## src/hdl/simt_divergence_mask_stack_core_defines.svh

```systemverilog
// ---------------------------------------------------------------------------
// simt_divergence_mask_stack_core_defines.svh
// Assertion macros shared by the mask stack RTL.
// ---------------------------------------------------------------------------
`ifndef SIMT_DIVERGENCE_MASK_STACK_CORE_DEFINES_SVH
`define SIMT_DIVERGENCE_MASK_STACK_CORE_DEFINES_SVH

`ifndef SYNTHESIS
`define SDMS_ASSERT(lbl, clk, rst_n, prop) \
	lbl: assert property (@(posedge clk) disable iff (!rst_n) (prop)) \
		else $error("sdms assertion failed");
`define SDMS_NEVER(lbl, clk, rst_n, expr) \
	lbl: assert property (@(posedge clk) disable iff (!rst_n) !(expr)) \
		else $error("sdms forbidden condition");
`else
`define SDMS_ASSERT(lbl, clk, rst_n, prop)
`define SDMS_NEVER(lbl, clk, rst_n, expr)
`endif

`endif

```

## src/hdl/sdms_pkg.sv

```systemverilog
`timescale 1ns / 1ps
// ---------------------------------------------------------------------------
// sdms_pkg
// Shared constants, beat layout and controller/datapath interface types.
// ---------------------------------------------------------------------------
package sdms_pkg;

	localparam int NUM_WARPS_DEF   = 16;
	localparam int WARP_WIDTH_DEF  = 32;
	localparam int STACK_DEPTH_DEF = 32;

	localparam int CMD_W   = 3;
	localparam int WARP_W  = 4;
	localparam int COND_W  = 32;
	localparam int TCNT_W  = 6;
	localparam int TIDX_W  = 5;
	localparam int MASK_W  = 32;
	localparam int CNT_W   = 32;
	localparam int DEPTH_W = 6;
	localparam int CFG_W   = 6;

	localparam logic [CFG_W-1:0] CFG_DEPTH_RST = 6'd32;

	localparam logic [CMD_W-1:0] CMD_INIT    = 3'd0;
	localparam logic [CMD_W-1:0] CMD_BRANCH  = 3'd1;
	localparam logic [CMD_W-1:0] CMD_JOIN    = 3'd2;
	localparam logic [CMD_W-1:0] CMD_COMPUTE = 3'd3;
	localparam logic [CMD_W-1:0] CMD_QUERY   = 3'd4;

	// input beat offsets
	localparam int IN_CMD_LO  = 0;
	localparam int IN_WARP_LO = IN_CMD_LO + CMD_W;
	localparam int IN_COND_LO = IN_WARP_LO + WARP_W;
	localparam int IN_TCNT_LO = IN_COND_LO + COND_W;
	localparam int IN_TIDX_LO = IN_TCNT_LO + TCNT_W;
	localparam int IN_BITS    = IN_TIDX_LO + TIDX_W;
	localparam int S_DATA_W   = ((IN_BITS + 7) / 8) * 8;

	// output beat offsets
	localparam int OUT_MASK_LO  = 0;
	localparam int OUT_TACT_LO  = OUT_MASK_LO + MASK_W;
	localparam int OUT_OK_LO    = OUT_TACT_LO + 1;
	localparam int OUT_DIV_LO   = OUT_OK_LO + 1;
	localparam int OUT_TOTAL_LO = OUT_DIV_LO + 1;
	localparam int OUT_DEPTH_LO = OUT_TOTAL_LO + CNT_W;
	localparam int OUT_BITS     = OUT_DEPTH_LO + DEPTH_W;
	localparam int M_DATA_W     = ((OUT_BITS + 7) / 8) * 8;

	typedef struct packed {
		logic load_in;
		logic exec;
		logic pop;
		logic load_out;
	} sdms_cmd_t;

	typedef struct packed {
		logic pop_req;
	} sdms_sts_t;

endpackage

```

## src/hdl/sdms_ctrl.sv

```systemverilog
`timescale 1ns / 1ps
// ---------------------------------------------------------------------------
// sdms_ctrl
// Sequencer: accept, execute, optional stack pop, result hand-off.
// ---------------------------------------------------------------------------
`include "simt_divergence_mask_stack_core_defines.svh"

module sdms_ctrl (
	input  logic               clk,
	input  logic               arst_n,
	input  logic               s_tvalid,
	output logic               s_tready,
	output logic               m_tvalid,
	input  logic               m_tready,
	input  sdms_pkg::sdms_sts_t sts,
	output sdms_pkg::sdms_cmd_t cmd
);
	import sdms_pkg::*;

	localparam logic [1:0] ST_IDLE = 2'd0;
	localparam logic [1:0] ST_EXEC = 2'd1;
	localparam logic [1:0] ST_POP  = 2'd2;
	localparam logic [1:0] ST_DONE = 2'd3;

	logic [1:0] state_q;
	logic [1:0] state_nx;
	logic       m_tvalid_q;
	logic       out_free;

	assign out_free = !m_tvalid_q || m_tready;
	assign s_tready = (state_q == ST_IDLE);
	assign m_tvalid = m_tvalid_q;

	always_comb begin
		state_nx = state_q;
		cmd = '0;
		unique case (state_q)
			ST_IDLE: begin
				if (s_tvalid) begin
					cmd.load_in = 1'b1;
					state_nx = ST_EXEC;
				end
			end
			ST_EXEC: begin
				cmd.exec = 1'b1;
				state_nx = sts.pop_req ? ST_POP : ST_DONE;
			end
			ST_POP: begin
				cmd.pop = 1'b1;
				state_nx = ST_DONE;
			end
			ST_DONE: begin
				if (out_free) begin
					cmd.load_out = 1'b1;
					state_nx = ST_IDLE;
				end
			end
			default: state_nx = ST_IDLE;
		endcase
	end

	always_ff @(posedge clk or negedge arst_n) begin
		if (!arst_n) begin
			state_q <= ST_IDLE;
			m_tvalid_q <= 1'b0;
		end else begin
			state_q <= state_nx;
			if (cmd.load_out) begin
				m_tvalid_q <= 1'b1;
			end else if (m_tready) begin
				m_tvalid_q <= 1'b0;
			end
		end
	end

	`SDMS_ASSERT(a_accept_exec, clk, arst_n, (s_tvalid && s_tready) |=> (state_q == ST_EXEC))
	`SDMS_ASSERT(a_pop_from_exec, clk, arst_n, (state_q == ST_POP) |-> ($past(state_q) == ST_EXEC))

endmodule

```

## config.mk

```make
export PLATFORM = sky130hd
export DESIGN_NAME = sdms_ctrl
export DESIGN_NICKNAME = d
export VERILOG_FILES = /design/src/hdl/sdms_pkg.sv /design/src/hdl/sdms_ctrl.sv
export VERILOG_INCLUDE_DIRS = /design/src /design/src/hdl
export SDC_FILE = /design/constraint.sdc
export NUM_CORES = 1
export LEC_CHECK = 0
export ABC_CLOCK_PERIOD_IN_PS = 1450
export BUFFER_PORTS_ARGS = -buffer_cell sky130_fd_sc_hd__buf_2
export CORE_AREA = 2 2 39 41
export DETAILED_ROUTE_END_ITERATION = 6
export DIE_AREA = 0 0 41 43
export HOLD_SLACK_MARGIN = 0.12
export PLACE_DENSITY = 0.4
export SYNTH_ARGS = -nofsm -noshare
export SYNTH_HDL_FRONTEND = slang
export SYNTH_SLANG_ARGS = --single-unit
export TNS_END_PERCENT = 10
```

## constraint.sdc

```tcl
create_clock -name clk -period 1.45 [get_ports clk]
set_input_delay 0.145 -clock clk [delete_from_list [all_inputs] [get_ports clk]]
set_output_delay 0.145 -clock clk [all_outputs]
set_load 0.05 [all_outputs]
```

# Word-level counts from Yosys, hierarchy flattened
# Index checks and enable logic that the tools add are counted.
# W data, S select, Z words.
[totals] regBits=3 inputBits=5 out_inout_bits=6 word_cells=24
[op_classes] n_eq_ne=5 n_mux=12 reduce_logical=5
[ops] op="$mux W1" count=9
[ops] op="$pmux W2 S4" count=1
[ops] op="$eq A2 B2 Y1 const B" count=2
[ops] op="$mux W2" count=2
[ops] op="$ne A2 B2 Y1 const B" count=2
[ops] op="$eq A2 B1 Y1 const B" count=1
[ops] op="$logic_not A2 Y1" count=1
[ops] op="$reduce_and A2 Y1" count=1
[ops] op="$reduce_bool A2 Y1" count=1
[ops] op="$logic_not A1 Y1" count=1
[ops] op="$logic_or A1 B1 Y1" count=1

# Depth between registers and ports, before layout
# Gate-level depths: netlist (run 1).
[logic_depth] depth_word=5 ltp_mapped=5 ltp_nobuf=5

# Worst setup path after synthesis (run 1)
# Ideal clock, no wire load.
[synth_path] path_type="register to register" startpoint="register state_q[0]" endpoint="register state_q[1]" arrival_ps=1562 slack_ps=-237 path_stages_with_launch=6 path_cell_list="dfrtp_1 inv_1 ha_1 inv_1 o21ai_2 mux2_4"
[synth_via] elab_chain_cells=3
[synth_rtl] item="start: declaration" line_no="sdms_ctrl.sv:25" rtl="logic [1:0] state_q;"
[synth_rtl] item="start signal: assignment" line_no="sdms_ctrl.sv:67" rtl="state_q <= state_nx;"
[synth_rtl] item="$logic_not A2 Y1 *"
[synth_rtl] item="named net s_tready" line_no="sdms_ctrl.sv:12" rtl="output logic s_tready,"
[synth_rtl] item="$ne A2 B2 Y1 (no line)"
[synth_rtl] item="$reduce_and A2 Y1 (no line)"
# The timed path passes the listed nets; every way through them passes the cells marked *.
# A chain may end at the register's enable or synchronous reset.

==> flow_metrics.tcl, run 1 <==
set metrics [dict create \
    gr-usage-met2_pct 8.75 \
    synthesis.yosys.warnings 0 \
    antenna_cells 0 \
    path_max_fanout 5 \
    syn_area_um2 231 \
    final_hold_fails 0 \
    setup.worst_path.start_class "flop" \
    met1_usage_pct 7.12 \
    clock_tree.htree_level_count 1 \
    globalRouteOverflowTotal 0 \
    start_util_pct 16.7 \
    period_needed_ns 1.37 \
    row_count 14 \
    yosys.area.top_type "sky130_fd_sc_hd__dfrtp_1" \
    post_synth.cell_area_avg_um2 11.0 \
    skew_ns 0.000963 \
    grt_busiest_layer "met2" \
    remaining_drc_errors 0 \
    syn-num-nets 30 \
    numCtsBuffers 3 \
    predominant_post_synthesis_flop_cell "sky130_fd_sc_hd__dfrtp_1" \
    arrival_ns 1.23 \
    port_buffers 10 \
    die-width_um 41 \
    final_nets 46 \
    clkSlewWorstSetupHoldPaths_ns 0.04 \
    global_route.usage.total_pct 6.84 \
    pin_count_of_the_biggest_net_entering_global_routing 6 \
    synth_seq_cells 3 \
    setup_tns_ns 0 \
    critPathCaptureType "primary output" \
    design.portCount 11 \
    vias_in_the_first_global_route 189 \
    insertion_delay_ns 0.23 \
    number_of_max_slew_violations_in_the_final_report 0 \
    max_slew.worst_pin.slew_ns 0.250 \
    max_freq_mhz 728 \
    unrepaired_setup_endpoints_after_global_routing "false" \
    root_buffer "sky130_fd_sc_hd__clkbuf_4" \
    synth.lib_cells_used.distinct 11 \
    fp.coreArea_um2 1380 \
    vias_per_cell 3.67 \
    synthCells 21 \
    status "finished, final reports clean" \
    min-delay-path-class "in2reg" \
    critPathKind "reg2out" \
    drive_above_1_share_pct 52.8 \
    drt_first_iter_violations 1 \
    ant_nets 0 \
    synth_common_cells "4 x sky130_fd_sc_hd__ha_1, 3 x sky130_fd_sc_hd__dfrtp_1, 3 x sky130_fd_sc_hd__inv_1, 3 x sky130_fd_sc_hd__nand2b_1, 2 x sky130_fd_sc_hd__and2_1" \
    tritoncts_clock_tree "yes" \
    synth_seq_area_share_pct 32.4 \
    routabilityCongestion 0.699 \
    drv.max_cap_violation_count 0 \
    drtPass1Iterations 2 \
    design.die.area_um2 1760 \
    cts-root-to-sink-buffers 2 \
    netlist_top_cells_area "sky130_fd_sc_hd__dfrtp_1 32%, sky130_fd_sc_hd__ha_1 22%, sky130_fd_sc_hd__nand3b_4 8.6%" \
    yosysTopAreaCellShare_pct 32.4 \
    routed_wirelength_um 448 \
    tritoncts_num_sinks 3 \
    via_count 191 \
    async_reset_ff_share_pct 100 \
    max-slew-margin-rel_pct 83.4 \
    dieHeight_um 43 \
    global_route_met3_utilization_pct 7.85 \
    routedWlPerCell_um 8.62 \
    grt_antenna_before_repair 0 \
    wire_length_of_the_first_global_routing_pass_um 724 \
    number_of_flops_mapped_to_enable_cells_by_yosys 0 \
    area_growth_pct 54.6 \
    count_of_endpoints_failing_setup_in_the_final_report 0 \
    timing.critical_path.required_ns 1.31 \
    finalCritPeriodShare_pct 94.8 \
    synthMostInstantiatedCell "sky130_fd_sc_hd__ha_1" \
    buffers_inserted_during_post_cts_setup_optimization 0 \
]
worst max-delay path, cell delays in order, from the launching register on:
cell and delay [ns]:
sky130_fd_sc_hd__dfrtp_1 0.41, sky130_fd_sc_hd__inv_1 0.11, sky130_fd_sc_hd__ha_4 0.17, sky130_fd_sc_hd__and2_1 0.13, sky130_fd_sc_hd__buf_4 0.18
final timing paths:
check / to / from / depth (start not counted) / slack [ns]
max: cmd[3] / state_q[1] / 4 / 0.08
min: m_tvalid / m_tready / 3 / 0.21
max reg2reg: state_q[1] / state_q[1] / 5 / 0.12
min reg2reg: m_tvalid / m_tvalid / 2 / 0.59
max in group asynchronous: state_q[0] / arst_n / 2 / 1.11
min in group asynchronous: m_tvalid / arst_n / 2 / 0.23
metal layers:
layer  vias up  share of wire [%]
met5         -                  0
met4         0                  0
met3         0                 11
met2         7                 52
met1        86                 37
li1         98                  -
state kept, by name (all words and copies together), names as in the netlist:
register,flops
m_tvalid,1
state_q,2
area by class of cell:
type | instances | area [um2]
sequential | 3 | 75.1
timing repair buffer | 11 | 65.1
clock buffer | 4 | 26.3
multi-input combinational | 15 | 160
inverter | 3 | 11.3
fill | 156 | 1030
tap | 16 | 20.0
cell usage in the layout, fill, tap and decap left out:
master                          instances
sky130_fd_sc_hd__ha_1                   2
sky130_fd_sc_hd__dfrtp_1                3
sky130_fd_sc_hd__inv_1                  2
sky130_fd_sc_hd__a31oi_1                1
sky130_fd_sc_hd__ha_4                   1
sky130_fd_sc_hd__clkbuf_4               3
sky130_fd_sc_hd__nand3b_4               1
sky130_fd_sc_hd__nor2_1                 1
sky130_fd_sc_hd__o21ai_2                1
sky130_fd_sc_hd__inv_2                  1
sky130_fd_sc_hd__nand2b_1               3
sky130_fd_sc_hd__ha_2                   1
sky130_fd_sc_hd__buf_2                  8
sky130_fd_sc_hd__mux2_4                 1
sky130_fd_sc_hd__buf_4                  2
sky130_fd_sc_hd__o2bb2a_1               1
sky130_fd_sc_hd__dlygate4sd3_1          1
sky130_fd_sc_hd__and2_1                 2
sky130_fd_sc_hd__clkbuf_1               1
kinds of logic after synthesis:
logic type	Yosys count	share of synthesized area [%]
AOI/OAI and AO/OA	3	10.8
adders and majority gates	4	21.6
buffers and inverters	3	4.86
DFF	3	32.4
muxes	1	6.48
and+or+nand+nor	7	23.8
stage by stage:
step           instance area, um2  worst slack, ns  hold slack [ns]  cells  util, %
2_1_floorplan                 244         -0.00625           -0.151     21        -
3_3_place_gp                  314            0.106          -0.0577     47     22.7
5_1_grt                       358          0.00519            0.218     52     25.9
4_1_cts                       355           0.0301            0.209     52     25.7
3_5_place_dp                  314           0.0832          -0.0560     47     22.7
6_report                      358           0.0757            0.209     52     25.9
what timing repair did:
action,4_1_cts,5_1_grt
endpoints found under the hold margin,3,0
gates resized for setup,2,2
pin swaps,0,0
hold buffers,1,0
endpoints found under the setup margin,2,3
Power of run 1 is left out: the tool's default activity adds up to more than one toggle a clock period on the data nets, which glitch-free logic cannot reach.
==> inputs of run 2 (changes only) <==
PLACE_DENSITY = 0.35   (was 0.4)
==> run 2 against run 1 <==
Sequential share of layout area increased by 0.18 points; cell count unchanged; clock skew increased by 0.0022 ns; sequential cell count unchanged; register-to-register slack about the same; setup slack improved by 0.0039 ns; clock-buffer cell count unchanged; via count increased by 2.1%; first-iteration DRC count decreased by 100%; die area unchanged; routed wire length increased by 1.1%; maximum frequency increased by 0.29%; critical path type unchanged; critical endpoint is now cmd[0].
==> flow_metrics.tcl, run 2 (same netlist as run 1, synthesis figures left out) <==
set metrics [dict create \
    tritoncts_clock_tree "yes" \
    final_nets 46 \
    preCtsSetupSlack_ns 0.0849 \
    period_needed_ns 1.37 \
    root_buffer "sky130_fd_sc_hd__clkbuf_4" \
    routedWlPerCell_um 8.71 \
    dieHeight_um 43 \
    timing.final.ws_setup_ns 0.0796 \
    area_growth_pct 58.4 \
    timing.critical_path.required_ns 1.31 \
    critPathCaptureType "primary output" \
    post-route-cell-area_um2 367 \
    routed_wirelength_um 453 \
    global_route.usage.total_pct 6.64 \
    drt_first_iter_violations 0 \
    max_freq_mhz 730 \
    row_count 14 \
    numCtsBuffers 3 \
    insertion_delay_ns 0.23 \
    post_dp_cell_area_um2 314 \
    layout_common_cells "7 x sky130_fd_sc_hd__buf_2, 5 x sky130_fd_sc_hd__clkbuf_4, 3 x sky130_fd_sc_hd__nand2b_1" \
    start_util_pct 16.7 \
    status "finished, final reports clean" \
    number_of_max_slew_violations_in_the_final_report 0 \
    antenna_cells 0 \
    fp.coreArea_um2 1380 \
    setup.worst_path.start_class "flop" \
    path_max_fanout 5 \
    max_slew.worst_pin.slew_ns 0.248 \
    setup_tns_ns 0 \
    wire_length_of_the_first_global_routing_pass_um 724 \
    mostFrequentLayoutCell "sky130_fd_sc_hd__buf_2" \
    largest_register_ffs 2 \
    finalCritPeriodShare_pct 94.5 \
    count_of_endpoints_failing_setup_in_the_final_report 0 \
    drv.max_cap_violation_count 0 \
    drive_above_1_share_pct 58.3 \
    remaining_drc_errors 0 \
    min-delay-path-class "in2reg" \
    ant_nets 0 \
    clock_tree.htree_level_count 1 \
    via_count 195 \
    clkSlewWorstSetupHoldPaths_ns 0.04 \
    buffers_inserted_during_post_cts_setup_optimization 0 \
    design.portCount 11 \
    port_buffers 10 \
    vias_in_the_first_global_route 184 \
    final_hold_fails 0 \
    unrepaired_setup_endpoints_after_global_routing "false" \
    vias_per_cell 3.75 \
    post-route-util_pct 26.5 \
    routabilityCongestion 0.676 \
    arrival_ns 1.23 \
    cts-root-to-sink-buffers 2 \
    die-width_um 41 \
    critPathKind "reg2out" \
    drtPass1Iterations 1 \
    skew_ns 0.00321 \
    globalRouteOverflowTotal 0 \
    largest-register "state_q" \
    tritoncts_num_sinks 3 \
    design.die.area_um2 1760 \
    grt_antenna_before_repair 0 \
    max-slew-margin-rel_pct 83.6 \
    pin_count_of_the_biggest_net_entering_global_routing 6 \
]
==> run 2: changes by cell type in the layout (fill, tap and decap cells not counted) <==
cell,change
sky130_fd_sc_hd__dfrtp_1,-2
sky130_fd_sc_hd__buf_4,-2
sky130_fd_sc_hd__buf_2,-1
sky130_fd_sc_hd__clkbuf_4,+2
sky130_fd_sc_hd__buf_6,+1
sky130_fd_sc_hd__dfrtp_2,+2
==> run 2: path summary, 6_finish.rpt <==
check	from	end	slack (ns)	cells past startpoint
max	state_q[0]	cmd[0]	0.08	3
min	m_tready	m_tvalid	0.22	3
max reg2reg	state_q[1]	state_q[1]	0.13	5
min reg2reg	state_q[1]	state_q[1]	0.57	1
max in group asynchronous	arst_n	state_q[1]	1.10	2
min in group asynchronous	arst_n	m_tvalid	0.23	2
==> run 2: critical path, stage by stage (launching register included) <==
cell                       delay, ns
sky130_fd_sc_hd__dfrtp_2        0.43
sky130_fd_sc_hd__ha_2           0.22
sky130_fd_sc_hd__and2_1         0.14
sky130_fd_sc_hd__clkbuf_4       0.20
==> run 2: through the flow <==
| step | hold WS [ns] | instances |
|---|---|---|
| floorplan | -0.151 | 21 |
| global placement | -0.0578 | 47 |
| detailed placement | -0.0560 | 47 |
| CTS | 0.215 | 52 |
| global route | 0.226 | 52 |
| finish | 0.215 | 52 |
==> run 2: routing by layer <==
metal | global-route usage [%] | wire (um) | vias to the layer above
met1 | 7.44 | 163 | 90
met3 | 6.28 | 54 | 0
met5 | 0 | 0 | -
li1 | - | - | 98
met4 | 2.00 | 0 | 0
met2 | 8.75 | 235 | 7
==> run 2: final cells by class <==
cell class / count / area, um2
clock buffers: 4 / 26.3
fillers: 161 / 1020
inverters: 3 / 11.3
multi-input cells: 15 / 160
flip-flops and latches: 3 / 77.6
well taps: 16 / 20.0
repair buffers: 11 / 71.3
==> run 2: repair_timing <==
action,4_1_cts,5_1_grt
pin swaps,0,0
endpoints found under the hold margin,3,0
hold buffers,1,0
gates resized for setup,1,7
endpoints found under the setup margin,1,3
Power of run 2 is left out for the same reason.
==> inputs of run 3 (changes only) <==
GPL_TIMING_DRIVEN = 0   (was unset)
PLACE_DENSITY = 0.48   (was 0.35)
==> run 3 against run 2 <==
Sequential share of layout area fell by 0.33 points; non-clock buffer count did not move; die area did not move; register-to-register slack got worse by 0.02 ns; global-route usage fell by 0.70 points; worst hold slack improved by 0.0043 ns; critical path depth rose by 1; clock-buffer cell count did not move; clock skew rose by 0.0023 ns; sequential cell count did not move; critical path type unchanged; routed wire length did not move; utilization fell by 0.45 points.
==> flow_metrics.tcl, run 3 (same netlist as run 1, synthesis figures left out) <==
set metrics [dict create \
    final_hold_fails 0 \
    routabilityCongestion 0.659 \
    largest_register_ffs 2 \
    max-slew-margin-rel_pct 83.4 \
    layout_common_cells "7 x sky130_fd_sc_hd__buf_2, 5 x sky130_fd_sc_hd__clkbuf_4, 3 x sky130_fd_sc_hd__nand2b_1, 3 x sky130_fd_sc_hd__dfrtp_1" \
    ant_nets 0 \
    max_freq_mhz 716 \
    vias_per_cell 3.50 \
    largest-register "state_q" \
    buffers_inserted_during_post_cts_setup_optimization 0 \
    skew_ns 0.00548 \
    globalRouteOverflowTotal 0 \
    cts-root-to-sink-buffers 2 \
    clkSlewWorstSetupHoldPaths_ns 0.04 \
    period_needed_ns 1.40 \
    routed-wl-met2_um 150 \
    via_count 182 \
    route.layer.met1.wl_um 225 \
    design.die.area_um2 1760 \
    dp_hpwl_um 354 \
    antenna_cells 0 \
    row_count 14 \
    final_nets 46 \
    numCtsBuffers 3 \
    critPathCaptureType "primary output" \
    status "finished, final reports clean" \
    root_buffer "sky130_fd_sc_hd__clkbuf_4" \
    die-width_um 41 \
    drt_first_iter_violations 2 \
    drv.max_cap_violation_count 0 \
    timing.critical_path.required_ns 1.31 \
    mostFrequentLayoutCell "sky130_fd_sc_hd__buf_2" \
    n_fill_cell 150 \
    path_max_fanout 5 \
    post-place-cells 47 \
    max_slew.worst_pin.slew_ns 0.251 \
    routed_wirelength_um 453 \
    preCtsSetupSlack_ns 0.0876 \
    slowest_cell_delay_on_critical_path_ns 0.42 \
    drtPass1Iterations 2 \
    remaining_drc_errors 0 \
    worst-r2r-setup-slack_ns 0.11 \
    dr.max_layer_used "met3" \
    cp_cell_sequence "inv_1 -> ha_4 -> and2_1 -> buf_4" \
    tritoncts_clock_tree "yes" \
    start_util_pct 16.7 \
    wl_met3_um 78 \
    finalCritPeriodShare_pct 96.3 \
    area_growth_pct 55.7 \
    fp.coreArea_um2 1380 \
    finish.cell_count_without_fillers 52 \
    clock_tree.htree_level_count 1 \
    wire_length_of_the_first_global_routing_pass_um 641 \
    post-route-util_pct 26.0 \
    arrival_ns 1.25 \
    critPathKind "reg2out" \
    port_buffers 10 \
    global_route.usage.total_pct 5.94 \
    min-delay-path-class "in2reg" \
    crit_family "flip-flops" \
    pin_count_of_the_biggest_net_entering_global_routing 6 \
    drive_above_1_share_pct 52.8 \
    design.portCount 11 \
    crit_buf_inv 2 \
    tightest_hold_margin_ns 0.220 \
    grt_antenna_before_repair 0 \
    tritoncts_num_sinks 3 \
    dieHeight_um 43 \
    vias_in_the_first_global_route 153 \
    routedWlPerCell_um 8.71 \
    insertion_delay_ns 0.23 \
    setup.worst_path.start_class "flop" \
    count_of_endpoints_failing_setup_in_the_final_report 0 \
    crit_path_top_delay_cell "sky130_fd_sc_hd__dfrtp_1" \
    number_of_max_slew_violations_in_the_final_report 0 \
    unrepaired_setup_endpoints_after_global_routing "true" \
    timing.final.ws_setup_ns 0.0530 \
]
-- run 3: metrics by stage --
stage	TNS, ns	instance area [um2]
after floorplan	-0.00625	244
after CTS	0	353
after global routing	-0.00371	360
after detailed placement	0	314
final	0	360
after global placement	0	314
-- run 3: worst register-to-register path, delay by kind of cell (launching register included) --
family / cells / cell delay (ns)
mux: 1 / 0.31
fa+ha+maj: 1 / 0.16
compound gates: 1 / 0.15
buf+inv: 2 / 0.19
flops: 1 / 0.43
-- run 3: worst paths after layout --
check | startpoint | endpoint | cells past startpoint
min reg2reg | m_tvalid | m_tvalid | 2
min | m_tready | m_tvalid | 3
max | state_q[1] | cmd[3] | 4
min in group asynchronous | arst_n | m_tvalid | 2
max in group asynchronous | arst_n | state_q[1] | 2
max reg2reg | state_q[1] | state_q[1] | 5
-- run 3: layout make-up --
| cell class | count | area (um2) | share of cell area, % |
|---|---|---|---|
| Clock buffer | 4 | 26.3 | 7.29 |
| Inverter | 3 | 11.3 | 3.12 |
| Multi-Input combinational cell | 15 | 160 | 44.4 |
| Sequential cell | 3 | 75.1 | 20.8 |
| Tap cell | 16 | 20.0 | 5.56 |
| Timing Repair Buffer | 11 | 67.6 | 18.7 |
-- run 3: layer usage --
layer / GRT usage (%) / up-vias
li1: - / 100
met1: 7.12 / 69
met2: 6.88 / 13
met3: 6.28 / 0
met4: 2.00 / 0
met5: 0 / -
-- run 3: timing repair --
item | in CTS | in global routing
hold buffers | 1 | 0
setup endpoints to repair | 1 | 3
hold endpoints to repair | 3 | 0
gates resized for setup | 1 | 4
gates cloned | 0 | 0
Power of run 3 is left out for the same reason.
